File: config.mk
export PLATFORM = sky130hd
export DESIGN_NAME = link_reconnect_supervisor
export DESIGN_NICKNAME = d
export VERILOG_FILES = /design/src/rtl/lrs_pkg.sv /design/src/rtl/lrs_core.sv /design/src/rtl/lrs_out_buf.sv /design/src/rtl/link_reconnect_supervisor.sv
export SDC_FILE = /design/constraint.sdc
export NUM_CORES = 1
export LEC_CHECK = 0
export BUFFER_PORTS_ARGS = -buffer_cell sky130_fd_sc_hd__buf_2
export CAP_MARGIN = 20
export CORE_MARGIN = 8
export CORE_UTILIZATION = 35
export CTS_BUF_LIST = sky130_fd_sc_hd__clkbuf_4 sky130_fd_sc_hd__clkbuf_8
export DETAILED_ROUTE_END_ITERATION = 6
export SYNTH_ARGS = -nofsm -noshare
export SYNTH_HDL_FRONTEND = slang
export SYNTH_HIERARCHICAL = 1
export SYNTH_SLANG_ARGS = --single-unit
export TNS_END_PERCENT = 1
File: constraint.sdc
create_clock -name clk -period 5.55 [get_ports clk]
set_clock_uncertainty 0.2 [all_clocks]
set_input_delay 0.555 -clock clk [delete_from_list [all_inputs] [get_ports clk]]
set_output_delay 0.555 -clock clk [all_outputs]
set_load 0.005 [all_outputs]
File: src/rtl/lrs_pkg.sv
// shared types and constants of the link reconnect supervisor
`timescale 1ns / 1ps

package lrs_pkg;

    // timer and register widths
    localparam int TIMER_BITS_DEFAULT = 24;
    localparam int CFG_W              = 24;
    localparam int AGE_COUNT          = 5;

    // places of the elapsed-tick counters in the age vector
    localparam int AGE_ATTEMPT    = 0;
    localparam int AGE_RETRY      = 1;
    localparam int AGE_OUTAGE     = 2;
    localparam int AGE_AP_ATTEMPT = 3;
    localparam int AGE_AP_RETRY   = 4;

    // command codes of an input item
    localparam logic [1:0] CMD_TICK   = 2'd0;
    localparam logic [1:0] CMD_MANUAL = 2'd1;
    localparam logic [1:0] CMD_BOOT   = 2'd2;

    // configuration register indexes
    localparam logic [1:0] REG_RECOVERY = 2'd0;
    localparam logic [1:0] REG_RETRY    = 2'd1;
    localparam logic [1:0] REG_AP_RETRY = 2'd2;

    // configuration reset values
    localparam logic [CFG_W-1:0] RECOVERY_RESET = 24'd20000;
    localparam logic [CFG_W-1:0] RETRY_RESET    = 24'd5000;
    localparam logic [CFG_W-1:0] AP_RETRY_RESET = 24'd30000;

    // reported codes
    localparam logic [1:0] CONN_IDLE       = 2'd0;
    localparam logic [1:0] CONN_CONNECTING = 2'd1;
    localparam logic [1:0] CONN_CONNECTED  = 2'd2;
    localparam logic [1:0] CONN_RETRY      = 2'd3;
    localparam logic [1:0] PROV_NONE       = 2'd0;
    localparam logic [1:0] PROV_FALLBACK   = 2'd1;
    localparam logic [1:0] PROV_MANUAL     = 2'd2;

    // connection machine
    typedef enum logic [3:0] {
        MS_IDLE       = 4'b0001,
        MS_CONNECTING = 4'b0010,
        MS_CONNECTED  = 4'b0100,
        MS_RETRY      = 4'b1000
    } machine_t;

    // provisioning mode
    typedef enum logic [2:0] {
        PM_NONE     = 3'b001,
        PM_FALLBACK = 3'b010,
        PM_MANUAL   = 3'b100
    } prov_t;

    // control state kept between items
    typedef struct packed {
        machine_t machine;
        prov_t    prov;
        logic     outage_open;
        logic     ap_attempt_open;
        logic     ap_retry_never;
        logic     link_flag;
    } ctl_t;

    // one result item
    typedef struct packed {
        logic [1:0] conn_state;
        logic [1:0] prov_mode;
        logic       start_attempt;
        logic       attempt_with_ap;
        logic       drop_link;
        logic       radio_off;
        logic       start_ap;
        logic       stop_ap;
        logic       link_connected;
    } res_t;

endpackage

File: src/rtl/lrs_core.sv
// next-state and result logic for one item of the supervisor
`timescale 1ns / 1ps

module lrs_core
    import lrs_pkg::*;
#(
    parameter int TIMER_BITS = TIMER_BITS_DEFAULT
)
(
    input  ctl_t                                 st,
    input  logic [AGE_COUNT-1:0][TIMER_BITS-1:0] ages,
    input  logic [1:0]                           command,
    input  logic                                 link_up,
    input  logic                                 credentials_present,
    input  logic [CFG_W-1:0]                     recovery,
    input  logic [CFG_W-1:0]                     retry_int,
    input  logic [CFG_W-1:0]                     ap_retry_int,
    output ctl_t                                 st_out,
    output logic [AGE_COUNT-1:0][TIMER_BITS-1:0] ages_out,
    output res_t                                 res
);

    localparam int CMP_W = (TIMER_BITS > CFG_W) ? TIMER_BITS : CFG_W;
    localparam logic [TIMER_BITS-1:0] AGE_MAX = {TIMER_BITS{1'b1}};
    localparam logic [TIMER_BITS-1:0] AGE_ONE = {{(TIMER_BITS-1){1'b0}}, 1'b1};

    // saturating increment of an age
    function automatic logic [TIMER_BITS-1:0] sat_inc(input logic [TIMER_BITS-1:0] v);
        return (v == AGE_MAX) ? v : v + AGE_ONE;
    endfunction

    // age reached a register limit
    function automatic logic reached(input logic [TIMER_BITS-1:0] age,
                                     input logic [CFG_W-1:0] lim);
        return CMP_W'(age) >= CMP_W'(lim);
    endfunction

    ctl_t                                 n;
    logic [AGE_COUNT-1:0][TIMER_BITS-1:0] a;
    logic o_start, o_with_ap, o_drop, o_off, o_start_ap, o_stop_ap;

    always_comb
    begin
        n          = st;
        a          = ages;
        o_start    = 1'b0;
        o_with_ap  = 1'b0;
        o_drop     = 1'b0;
        o_off      = 1'b0;
        o_start_ap = 1'b0;
        o_stop_ap  = 1'b0;

        priority if (command == CMD_TICK)
        begin
            // time passes first, then the tick is evaluated
            for (int i = 0; i < AGE_COUNT; i++)
            begin
                a[i] = sat_inc(ages[i]);
            end

            if (st.prov != PM_NONE)
            begin
                // provisioning: only fallback with credentials retries
                if (st.prov != PM_MANUAL && credentials_present)
                begin
                    if (link_up)
                    begin
                        n.link_flag       = 1'b1;
                        n.ap_attempt_open = 1'b0;
                        n.prov            = PM_NONE;
                        o_stop_ap         = 1'b1;
                    end
                    else if (st.ap_attempt_open)
                    begin
                        if (reached(a[AGE_AP_ATTEMPT], recovery))
                        begin
                            o_drop            = 1'b1;
                            n.ap_attempt_open = 1'b0;
                        end
                    end
                    else if (st.ap_retry_never || reached(a[AGE_AP_RETRY], ap_retry_int))
                    begin
                        a[AGE_AP_RETRY]   = '0;
                        a[AGE_AP_ATTEMPT] = '0;
                        n.ap_retry_never  = 1'b0;
                        n.ap_attempt_open = 1'b1;
                        o_start           = 1'b1;
                        o_with_ap         = 1'b1;
                    end
                end
            end
            else
            begin
                n.link_flag = link_up;
                if (link_up)
                begin
                    if (st.machine != MS_CONNECTED)
                    begin
                        n.machine     = MS_CONNECTED;
                        n.outage_open = 1'b0;
                    end
                end
                else
                begin
                    unique case (st.machine)
                        MS_IDLE:
                        begin
                            if (credentials_present)
                            begin
                                o_start        = 1'b1;
                                a[AGE_ATTEMPT] = '0;
                                a[AGE_RETRY]   = '0;
                                n.machine      = MS_CONNECTING;
                                if (!st.outage_open)
                                begin
                                    n.outage_open = 1'b1;
                                    a[AGE_OUTAGE] = '0;
                                end
                            end
                        end
                        MS_CONNECTING:
                        begin
                            if (reached(a[AGE_ATTEMPT], recovery))
                            begin
                                o_drop       = 1'b1;
                                n.machine    = MS_RETRY;
                                a[AGE_RETRY] = '0;
                            end
                        end
                        MS_CONNECTED:
                        begin
                            if (!st.outage_open)
                            begin
                                n.outage_open = 1'b1;
                                a[AGE_OUTAGE] = '0;
                            end
                            n.machine    = MS_RETRY;
                            a[AGE_RETRY] = '0;
                        end
                        default:
                        begin
                            // retry wait: outage limit hands over to fallback
                            if (st.outage_open && reached(a[AGE_OUTAGE], recovery))
                            begin
                                o_drop            = 1'b1;
                                o_off             = 1'b1;
                                o_start_ap        = 1'b1;
                                n.prov            = PM_FALLBACK;
                                n.ap_retry_never  = 1'b0;
                                a[AGE_AP_RETRY]   = '0;
                                n.ap_attempt_open = 1'b0;
                                n.machine         = MS_IDLE;
                                n.outage_open     = 1'b0;
                            end
                            else if (reached(a[AGE_RETRY], retry_int))
                            begin
                                if (!credentials_present)
                                begin
                                    n.machine = MS_IDLE;
                                end
                                else
                                begin
                                    o_start        = 1'b1;
                                    a[AGE_ATTEMPT] = '0;
                                    a[AGE_RETRY]   = '0;
                                    n.machine      = MS_CONNECTING;
                                    if (!st.outage_open)
                                    begin
                                        n.outage_open = 1'b1;
                                        a[AGE_OUTAGE] = '0;
                                    end
                                end
                            end
                        end
                    endcase
                end
            end
        end
        else if (command == CMD_MANUAL)
        begin
            // manual request (re)starts the access point in manual mode
            if (st.prov != PM_MANUAL)
            begin
                o_stop_ap         = (st.prov != PM_NONE);
                o_start_ap        = 1'b1;
                n.prov            = PM_MANUAL;
                n.ap_retry_never  = 1'b0;
                a[AGE_AP_RETRY]   = '0;
                n.ap_attempt_open = 1'b0;
            end
        end
        else if (command == CMD_BOOT)
        begin
            if (credentials_present)
            begin
                o_start        = 1'b1;
                a[AGE_ATTEMPT] = '0;
                a[AGE_RETRY]   = '0;
                n.machine      = MS_CONNECTING;
                if (!st.outage_open)
                begin
                    n.outage_open = 1'b1;
                    a[AGE_OUTAGE] = '0;
                end
            end
            else if (st.prov != PM_MANUAL)
            begin
                // no credentials: drop the station and go to fallback
                o_drop = 1'b1;
                o_off  = 1'b1;
                if (st.prov == PM_NONE)
                begin
                    o_start_ap        = 1'b1;
                    n.prov            = PM_FALLBACK;
                    n.ap_retry_never  = 1'b0;
                    a[AGE_AP_RETRY]   = '0;
                    n.ap_attempt_open = 1'b0;
                end
            end
        end
        else
        begin
            // unused command: state is only reported
            n = st;
        end
    end

    // result item
    always_comb
    begin
        unique case (n.machine)
            MS_IDLE:       res.conn_state = CONN_IDLE;
            MS_CONNECTING: res.conn_state = CONN_CONNECTING;
            MS_CONNECTED:  res.conn_state = CONN_CONNECTED;
            MS_RETRY:      res.conn_state = CONN_RETRY;
            default:       res.conn_state = CONN_IDLE;
        endcase
        unique case (n.prov)
            PM_NONE:     res.prov_mode = PROV_NONE;
            PM_FALLBACK: res.prov_mode = PROV_FALLBACK;
            PM_MANUAL:   res.prov_mode = PROV_MANUAL;
            default:     res.prov_mode = PROV_NONE;
        endcase
        res.start_attempt   = o_start;
        res.attempt_with_ap = o_start & o_with_ap;
        res.drop_link       = o_drop;
        res.radio_off       = o_drop & o_off;
        res.start_ap        = o_start_ap;
        res.stop_ap         = o_stop_ap;
        res.link_connected  = n.link_flag;
    end

    assign st_out   = n;
    assign ages_out = a;

endmodule

File: src/rtl/lrs_out_buf.sv
// two-entry output buffer that keeps the input side moving under stall
`timescale 1ns / 1ps

module lrs_out_buf
    import lrs_pkg::*;
(
    input  logic clk,
    input  logic rst_n,
    input  logic push,
    input  res_t push_data,
    output logic space,
    output logic out_valid,
    input  logic out_ready,
    output res_t out_data
);

    logic main_valid_reg, main_valid_next;
    logic skid_valid_reg, skid_valid_next;
    res_t main_data_reg, main_data_next;
    res_t skid_data_reg, skid_data_next;
    logic pop;

    assign pop       = main_valid_reg & out_ready;
    assign space     = ~skid_valid_reg;
    assign out_valid = main_valid_reg;
    assign out_data  = main_data_reg;

    // buffer update
    always_comb
    begin
        main_valid_next = main_valid_reg;
        skid_valid_next = skid_valid_reg;
        main_data_next  = main_data_reg;
        skid_data_next  = skid_data_reg;
        if (pop)
        begin
            if (skid_valid_reg)
            begin
                main_data_next  = skid_data_reg;
                skid_valid_next = 1'b0;
            end
            else if (push)
            begin
                main_data_next = push_data;
            end
            else
            begin
                main_valid_next = 1'b0;
            end
        end
        else if (push)
        begin
            if (!main_valid_reg)
            begin
                main_valid_next = 1'b1;
                main_data_next  = push_data;
            end
            else
            begin
                skid_valid_next = 1'b1;
                skid_data_next  = push_data;
            end
        end
    end

    // valid flags
    always_ff @(posedge clk or negedge rst_n)
    begin
        if (!rst_n)
        begin
            main_valid_reg <= 1'b0;
            skid_valid_reg <= 1'b0;
        end
        else
        begin
            main_valid_reg <= main_valid_next;
            skid_valid_reg <= skid_valid_next;
        end
    end

    // payload
    always_ff @(posedge clk)
    begin
        main_data_reg <= main_data_next;
        skid_data_reg <= skid_data_next;
    end

endmodule

File: src/rtl/link_reconnect_supervisor.sv
// top level of the link reconnect supervisor
`timescale 1ns / 1ps

// Takes one item (tick, manual provisioning request or boot) per clock and
// returns one result item for each, in order. The connection machine, the
// provisioning mode and the five elapsed-tick counters are updated in the
// cycle the item is accepted; the result leaves through a two-entry output
// buffer, so in_ready stays high while its skid entry is free; the sustained
// rate is one item per cycle while results are taken. A result is registered
// in the main entry, or in the skid entry while that is held. Counters are
// TIMER_BITS wide and saturate; a limit wider than them is never reached.
// Configuration writes are always ready and take effect on the next item.

module link_reconnect_supervisor
    import lrs_pkg::*;
#(
    parameter int TIMER_BITS = TIMER_BITS_DEFAULT
)
(
    input  logic             clk,
    input  logic             rst_n,
    input  logic             in_valid,
    output logic             in_ready,
    input  logic [1:0]       command,
    input  logic             link_up,
    input  logic             credentials_present,
    output logic             out_valid,
    input  logic             out_ready,
    output logic [1:0]       conn_state,
    output logic [1:0]       prov_mode,
    output logic             start_attempt,
    output logic             attempt_with_ap,
    output logic             drop_link,
    output logic             radio_off,
    output logic             start_ap,
    output logic             stop_ap,
    output logic             link_connected,
    input  logic             cfg_valid,
    output logic             cfg_ready,
    input  logic [1:0]       cfg_index,
    input  logic [CFG_W-1:0] cfg_data
);

    localparam ctl_t CTL_RESET = '{
        machine:         MS_IDLE,
        prov:            PM_NONE,
        outage_open:     1'b0,
        ap_attempt_open: 1'b0,
        ap_retry_never:  1'b1,
        link_flag:       1'b0
    };

    ctl_t                                 ctl_reg, ctl_next;
    logic [AGE_COUNT-1:0][TIMER_BITS-1:0] ages_reg, ages_next;
    logic [CFG_W-1:0] recovery_reg, retry_reg, ap_retry_reg;
    res_t res;
    res_t out_res;
    logic in_fire;
    logic cfg_fire;

    assign in_fire   = in_valid & in_ready;
    assign cfg_ready = 1'b1;
    assign cfg_fire  = cfg_valid & cfg_ready;

    // configuration registers
    always_ff @(posedge clk or negedge rst_n)
    begin
        if (!rst_n)
        begin
            recovery_reg <= RECOVERY_RESET;
            retry_reg    <= RETRY_RESET;
            ap_retry_reg <= AP_RETRY_RESET;
        end
        else if (cfg_fire)
        begin
            unique case (cfg_index)
                REG_RECOVERY: recovery_reg <= cfg_data;
                REG_RETRY:    retry_reg    <= cfg_data;
                REG_AP_RETRY: ap_retry_reg <= cfg_data;
                default:      ;
            endcase
        end
    end

    // per-item state update
    lrs_core #(
        .TIMER_BITS (TIMER_BITS)
    ) u_core (
        .st                  (ctl_reg),
        .ages                (ages_reg),
        .command             (command),
        .link_up             (link_up),
        .credentials_present (credentials_present),
        .recovery            (recovery_reg),
        .retry_int           (retry_reg),
        .ap_retry_int        (ap_retry_reg),
        .st_out              (ctl_next),
        .ages_out            (ages_next),
        .res                 (res)
    );

    // supervisor state
    always_ff @(posedge clk or negedge rst_n)
    begin
        if (!rst_n)
        begin
            ctl_reg  <= CTL_RESET;
            ages_reg <= '0;
        end
        else if (in_fire)
        begin
            ctl_reg  <= ctl_next;
            ages_reg <= ages_next;
        end
    end

    // result buffering
    lrs_out_buf u_out_buf (
        .clk       (clk),
        .rst_n     (rst_n),
        .push      (in_fire),
        .push_data (res),
        .space     (in_ready),
        .out_valid (out_valid),
        .out_ready (out_ready),
        .out_data  (out_res)
    );

    assign conn_state      = out_res.conn_state;
    assign prov_mode       = out_res.prov_mode;
    assign start_attempt   = out_res.start_attempt;
    assign attempt_with_ap = out_res.attempt_with_ap;
    assign drop_link       = out_res.drop_link;
    assign radio_off       = out_res.radio_off;
    assign start_ap        = out_res.start_ap;
    assign stop_ap         = out_res.stop_ap;
    assign link_connected  = out_res.link_connected;

    // checks
    a_with_ap_needs_start: assert property (@(posedge clk) disable iff (!rst_n)
        out_valid && attempt_with_ap |-> start_attempt)
        else $error("attempt_with_ap without start_attempt");

    a_off_needs_drop: assert property (@(posedge clk) disable iff (!rst_n)
        out_valid && radio_off |-> drop_link)
        else $error("radio_off without drop_link");

    a_full_means_pending: assert property (@(posedge clk) disable iff (!rst_n)
        !in_ready |-> out_valid)
        else $error("input stalled with no result pending");

    a_manual_holds_on_tick: assert property (@(posedge clk) disable iff (!rst_n)
        in_fire && command == CMD_TICK && ctl_reg.prov == PM_MANUAL
        |=> ctl_reg.prov == PM_MANUAL)
        else $error("tick left manual provisioning");

endmodule

# Word-level counts from Yosys, hierarchy flattened
# Index checks and enable logic that the tools add are counted.
# word_totals
input_bits,35
wordCells,261
ff_bits,227
output_inout_bits,14
# op_classes
eq_ne,38
n_mux,143
n_bitwise,6
add_sub_neg,5
reduce_logical,30
n_lt_le_gt_ge,5
# ops
operator,n
two-way mux 72 bit,9
two-way mux 24 bit,20
two-way mux 48 bit,4
case mux 24 bit (3 select lines),2
"adder 24 x 1 -> 24 bit, second input constant",5
"== test 24 bit, second input constant",5
greater-or-equal comparator 24 bit,5
two-way mux 11 bit,6
two-way mux 1 bit,63
case mux 24 bit (2 select lines),1
two-way mux 3 bit,13
two-way mux 4 bit,8
"inequality test 3 bit, second input constant",10
two-way mux 2 bit,10
case mux 4 bit (3 select lines),1
AND reduction 12 bit,1
nonzero test 2 bit,6
two-way mux 10 bit,1
AND reduction 2 bit,5
AND reduction 5 bit,2
AND reduction 3 bit,3
AND reduction 9 bit,1
"== test 4 x 2 -> 1 bit, second input constant",2
"== test 4 x 3 -> 1 bit, second input constant",2
other kinds (26),42

# Logic depth before layout (Yosys ltp)
# depth
ltp_word,15
ltp_mapped,23
mapped_depth_nobuf,20

# By module
# The synthesis kept the hierarchy.
# by_module_without_submodules
module,seq_area_each_um2,area_per_inst_um2,n_inst,cells_per_inst
lrs_core,0.0,7945.1,1,1195
link_reconnect_supervisor,5104.9,7681.1,1,433
lrs_out_buf,710.7,943.4,1,46

# Worst setup path before layout
# OpenSTA, ideal clock, no wires.
# synth_timing
path_type,reg-to-reg
startpoint,reg ages_reg[41] (netlist bit)
endpoint,reg ages_reg[56] (netlist bit)
synth_period_minus_slack_ns,4.973
required_time_ns,5.225
setup_time_ns,0.125
path_stages_with_launch,22
t_arrival_ns,4.648
n_path_buf,4
slack_ns,0.577
path_cell_list,dfrtp_1 -> clkbuf_1 -> and4_1 -> and4_1 -> and2_1 -> and2_1 -> buf_2 -> nor3_4 -> nand4_1 -> o21a_1 -> or2_2 -> ha_1 -> nand4_1 -> nor4_1 -> o21ai_1 -> o211ai_2 -> a21oi_2 -> or4_4 -> buf_6 -> buf_8 -> a32o_2 -> mux2_2
# synth_lines
element,line,text
"start, declared",link_reconnect_supervisor.sv:54,"logic [AGE_COUNT-1:0][TIMER_BITS-1:0] ages_reg, ages_next;"
"start signal, assigned",link_reconnect_supervisor.sv:113,ages_reg <= ages_next;

==> flow_summary.yaml <==
critical_path:
  crit_path_max_incr_delay_ps: 630
  path_class: "register to register"
  crit_chain: "and4_1 > and4_1 > and2_1 > and2_1 > nor3_4 > nand4_1 > o21a_1 > or2_2 > ha_1 > nand4_1 > nor4_1 > o21ai_1 > o211ai_2 > buf_4 > a21oi_2 > or4_4 > a32o_2 > mux2_2"
  cp.required_ps: 5830
  worstPathArrival_ps: 5470
  critPathLaunchType: "register"
  crit_fanout: 16
  cpMaxStageDelayCell: "or4_4"
  end_kind: "register"
detailed_routing:
  wl_per_cell_um: 18.4
  initialDrtViolationCount: 934
  wl_mm: 44.0
  via_per_inst: 5.44
  dr.pass1.iters: 5
  drc: 0
  antenna_left: 0
  vias: 12994
placed_design:
  place.gp.congestion: 0.833
  post-dp-hpwl_mm: 31.6
  dp_slack_ps: 264
  portBuffers: 47
  placed_area_um2: 17400
die:
  dieHeight_um: 234
  die_area_um2: 54600
  die_w_um: 234
  pin_count: 49
  start_util_pct: 35.5
  core_area_um2: 46700
  rows: 79
sta:
  rsz0062_at_grt: "true"
  post-route-period-util_pct: 93.6
  period_needed_ps: 5190
  hold_violations: 0
  setup_ws_ps: 357
  fmax_ghz: 0.193
  tightest_slew_ps: 1110
  slew_headroom_pct: 26.0
  slew_viol_final: 0
  setup_viol: 0
finish:
  drive_above_1_share_pct: 25.6
  syn2layout_area_growth_pct: 12.3
  largest_reg_flops: 120
  fillers: 4544
  diodes: 0
  design_area_um2: 18600
  nets: 1908
  post-route-util_pct: 39.9
worst_hold_path:
  hold_class: "input pin to register"
yosys:
  yosys-top-cells-count: "200 x mux2_2, 185 x dfrtp_1, 143 x nand2_1"
  ys_types: 82
  synth.area.top_cells: "dfrtp_1 28%, mux2_2 14%, ha_1 9.4%"
  avgSynthCellArea_um2: 9.90
  post-synth-top-count-cell: "mux2_2"
  synthFlopType: "dfrtp_1"
  synth_top_area_cell: "dfrtp_1"
  syn_nets: 1834
  yosysWarnings: 6
  synthArstFlopShare_pct: 90.3
  syn_area_um2: 16600
  netlist_instances: 1674
  ys_seq_area_share_pct: 35.1
  yosysTopAreaCellShare_pct: 27.9
  synth_edf_count: 22
  ys_ff_latch: 227
clock_tree:
  cts_tree: "yes"
  cts_sinks: 227
  htree_levels: 2
  root_buffer: "clkbuf_8"
  cts_made_buffers: 44
  path_clk_slew_ps: 70
  clockBufferDepth: 3
  clkLatencyLatePin_ps: 650
global_route:
  antenna_found_initial: 3
  grt_pass1_wl_mm: 70.2
  grt_pass1_vias: 12727
  grt_usage_pct: 16.1
  grt_max_degree: 110
  grt-ovfl-total: 0
pwr:
  p_leak_nw: 8.64
  power.density_nw_per_um2: 297
  ir_drop_v: 0.000137
outcome:
  status: "completed"
job:
  cap_viol_max_count: 0
[power breakdown]
group / internal [mW] / leakage (nW) / switching, mW
Combinational: 0.657 / 5.26 / 0.800
Clock: 1.13 / 0.529 / 0.817
Sequential: 1.93 / 2.85 / 0.194
[area by class of cell]
cell class | count | area (um^2) | area share (%)
Timing Repair Buffer | 103 | 724 | 3.89
Inverter | 103 | 387 | 2.08
Multi-Input combinational cell | 1269 | 9910 | 53.3
Tap cell | 607 | 759 | 4.08
Sequential cell | 227 | 5820 | 31.3
Clock buffer | 59 | 749 | 4.03
Clock inverter | 19 | 254 | 1.37
[metal layers]
layer | vias to the layer above | track usage, % | share of wire, %
met3 | 84 | 3.15 | 5.7
met5 | - | 0 | 0.030
li1 | 6276 | - | -
met4 | 2 | 5.82 | 3.0
met2 | 329 | 25.7 | 45
met1 | 6303 | 21.4 | 46
[through the flow]
step                setup TNS (ps)  total power, mW  hold WS (ps)  std cells
detailed placement               0             3.59           279       2291
finish                           0             5.52          46.8       2387
CTS                              0             5.58          11.8       2386
global placement                 0             3.54           274       2291
floorplan                        0             3.19          59.4       1674
global route                 -1.79             5.85          14.8       2387
[critical path: cells and delay by family, from the launching register on]
| kind | cells | cell delay (ps) |
|---|---|---|
| buffers and inverters | 1 | 200 |
| flip-flops | 1 | 470 |
| AND/OR/NAND/NOR | 10 | 2630 |
| adder cells (fa/ha/maj) | 1 | 300 |
| multiplexers | 1 | 260 |
| AO/OA/AOI/OAI | 5 | 970 |
[placed cells by master (no fill, tap or decap), types with 10 or more instances in the layout]
master         Yosys  routed
buf_2             19      46
a22o_1            29      29
dlygate4sd3_1      0      17
nor2_1            75      74
mux2_2           200     200
dfstp_2           20      20
inv_1            102     102
buf_4              9      37
edfxtp_1          22      22
clkbuf_8           2      49
o21ai_0           79      78
ha_1             125     125
xnor2_1           78      78
a21oi_1           65      65
nor3_1            35      35
nand4_1           44      44
and4_1            12      12
or3_1             17      17
and3_1            23      23
and2_1            13      12
o31ai_1           19      19
a21o_1            31      31
nand2_1          143     143
nor4_1            11      10
clkbuf_4           0      10
mux2_4            18      18
a32o_1            24      24
a32o_2            10      10
nand3_1           56      55
dfrtp_1          185     185
xor2_1            33      33
[path summary, 6_finish.rpt]
path,startpoint,to,slack [ps],cells past startpoint
worst max-delay path,ages_reg[42],ages_reg[62],360,18
worst min-delay path,cfg_data[9],recovery_reg[9],50,2
worst max register to register,ages_reg[42],ages_reg[62],360,18
worst min register to register,recovery_reg[23],recovery_reg[23],300,1
max in group asynchronous,rst_n,ages_reg[62],3520,3
min in group asynchronous,rst_n,ages_reg[106],340,2
[cells by family after synthesis]
group / after synthesis / share of synthesized area (%)
AO/OA/AOI/OAI: 331 / 13.9
XOR/XNOR: 111 / 5.87
adder cells (fa/ha/maj): 125 / 9.44
buffers and inverters: 178 / 5.35
flip-flops: 227 / 35.1
multiplexers: 219 / 15.3
other: 1 / 0.0226
AND/OR/NAND/NOR: 482 / 15.0
[repair_timing]
item	in CTS	in global routing
hold buffers	17	0
gates resized for setup	0	9
setup buffers	0	0
endpoints found under the hold margin	129	0
setup endpoints to repair	0	77
No activity file was read; power rests on OpenSTA's default activity.
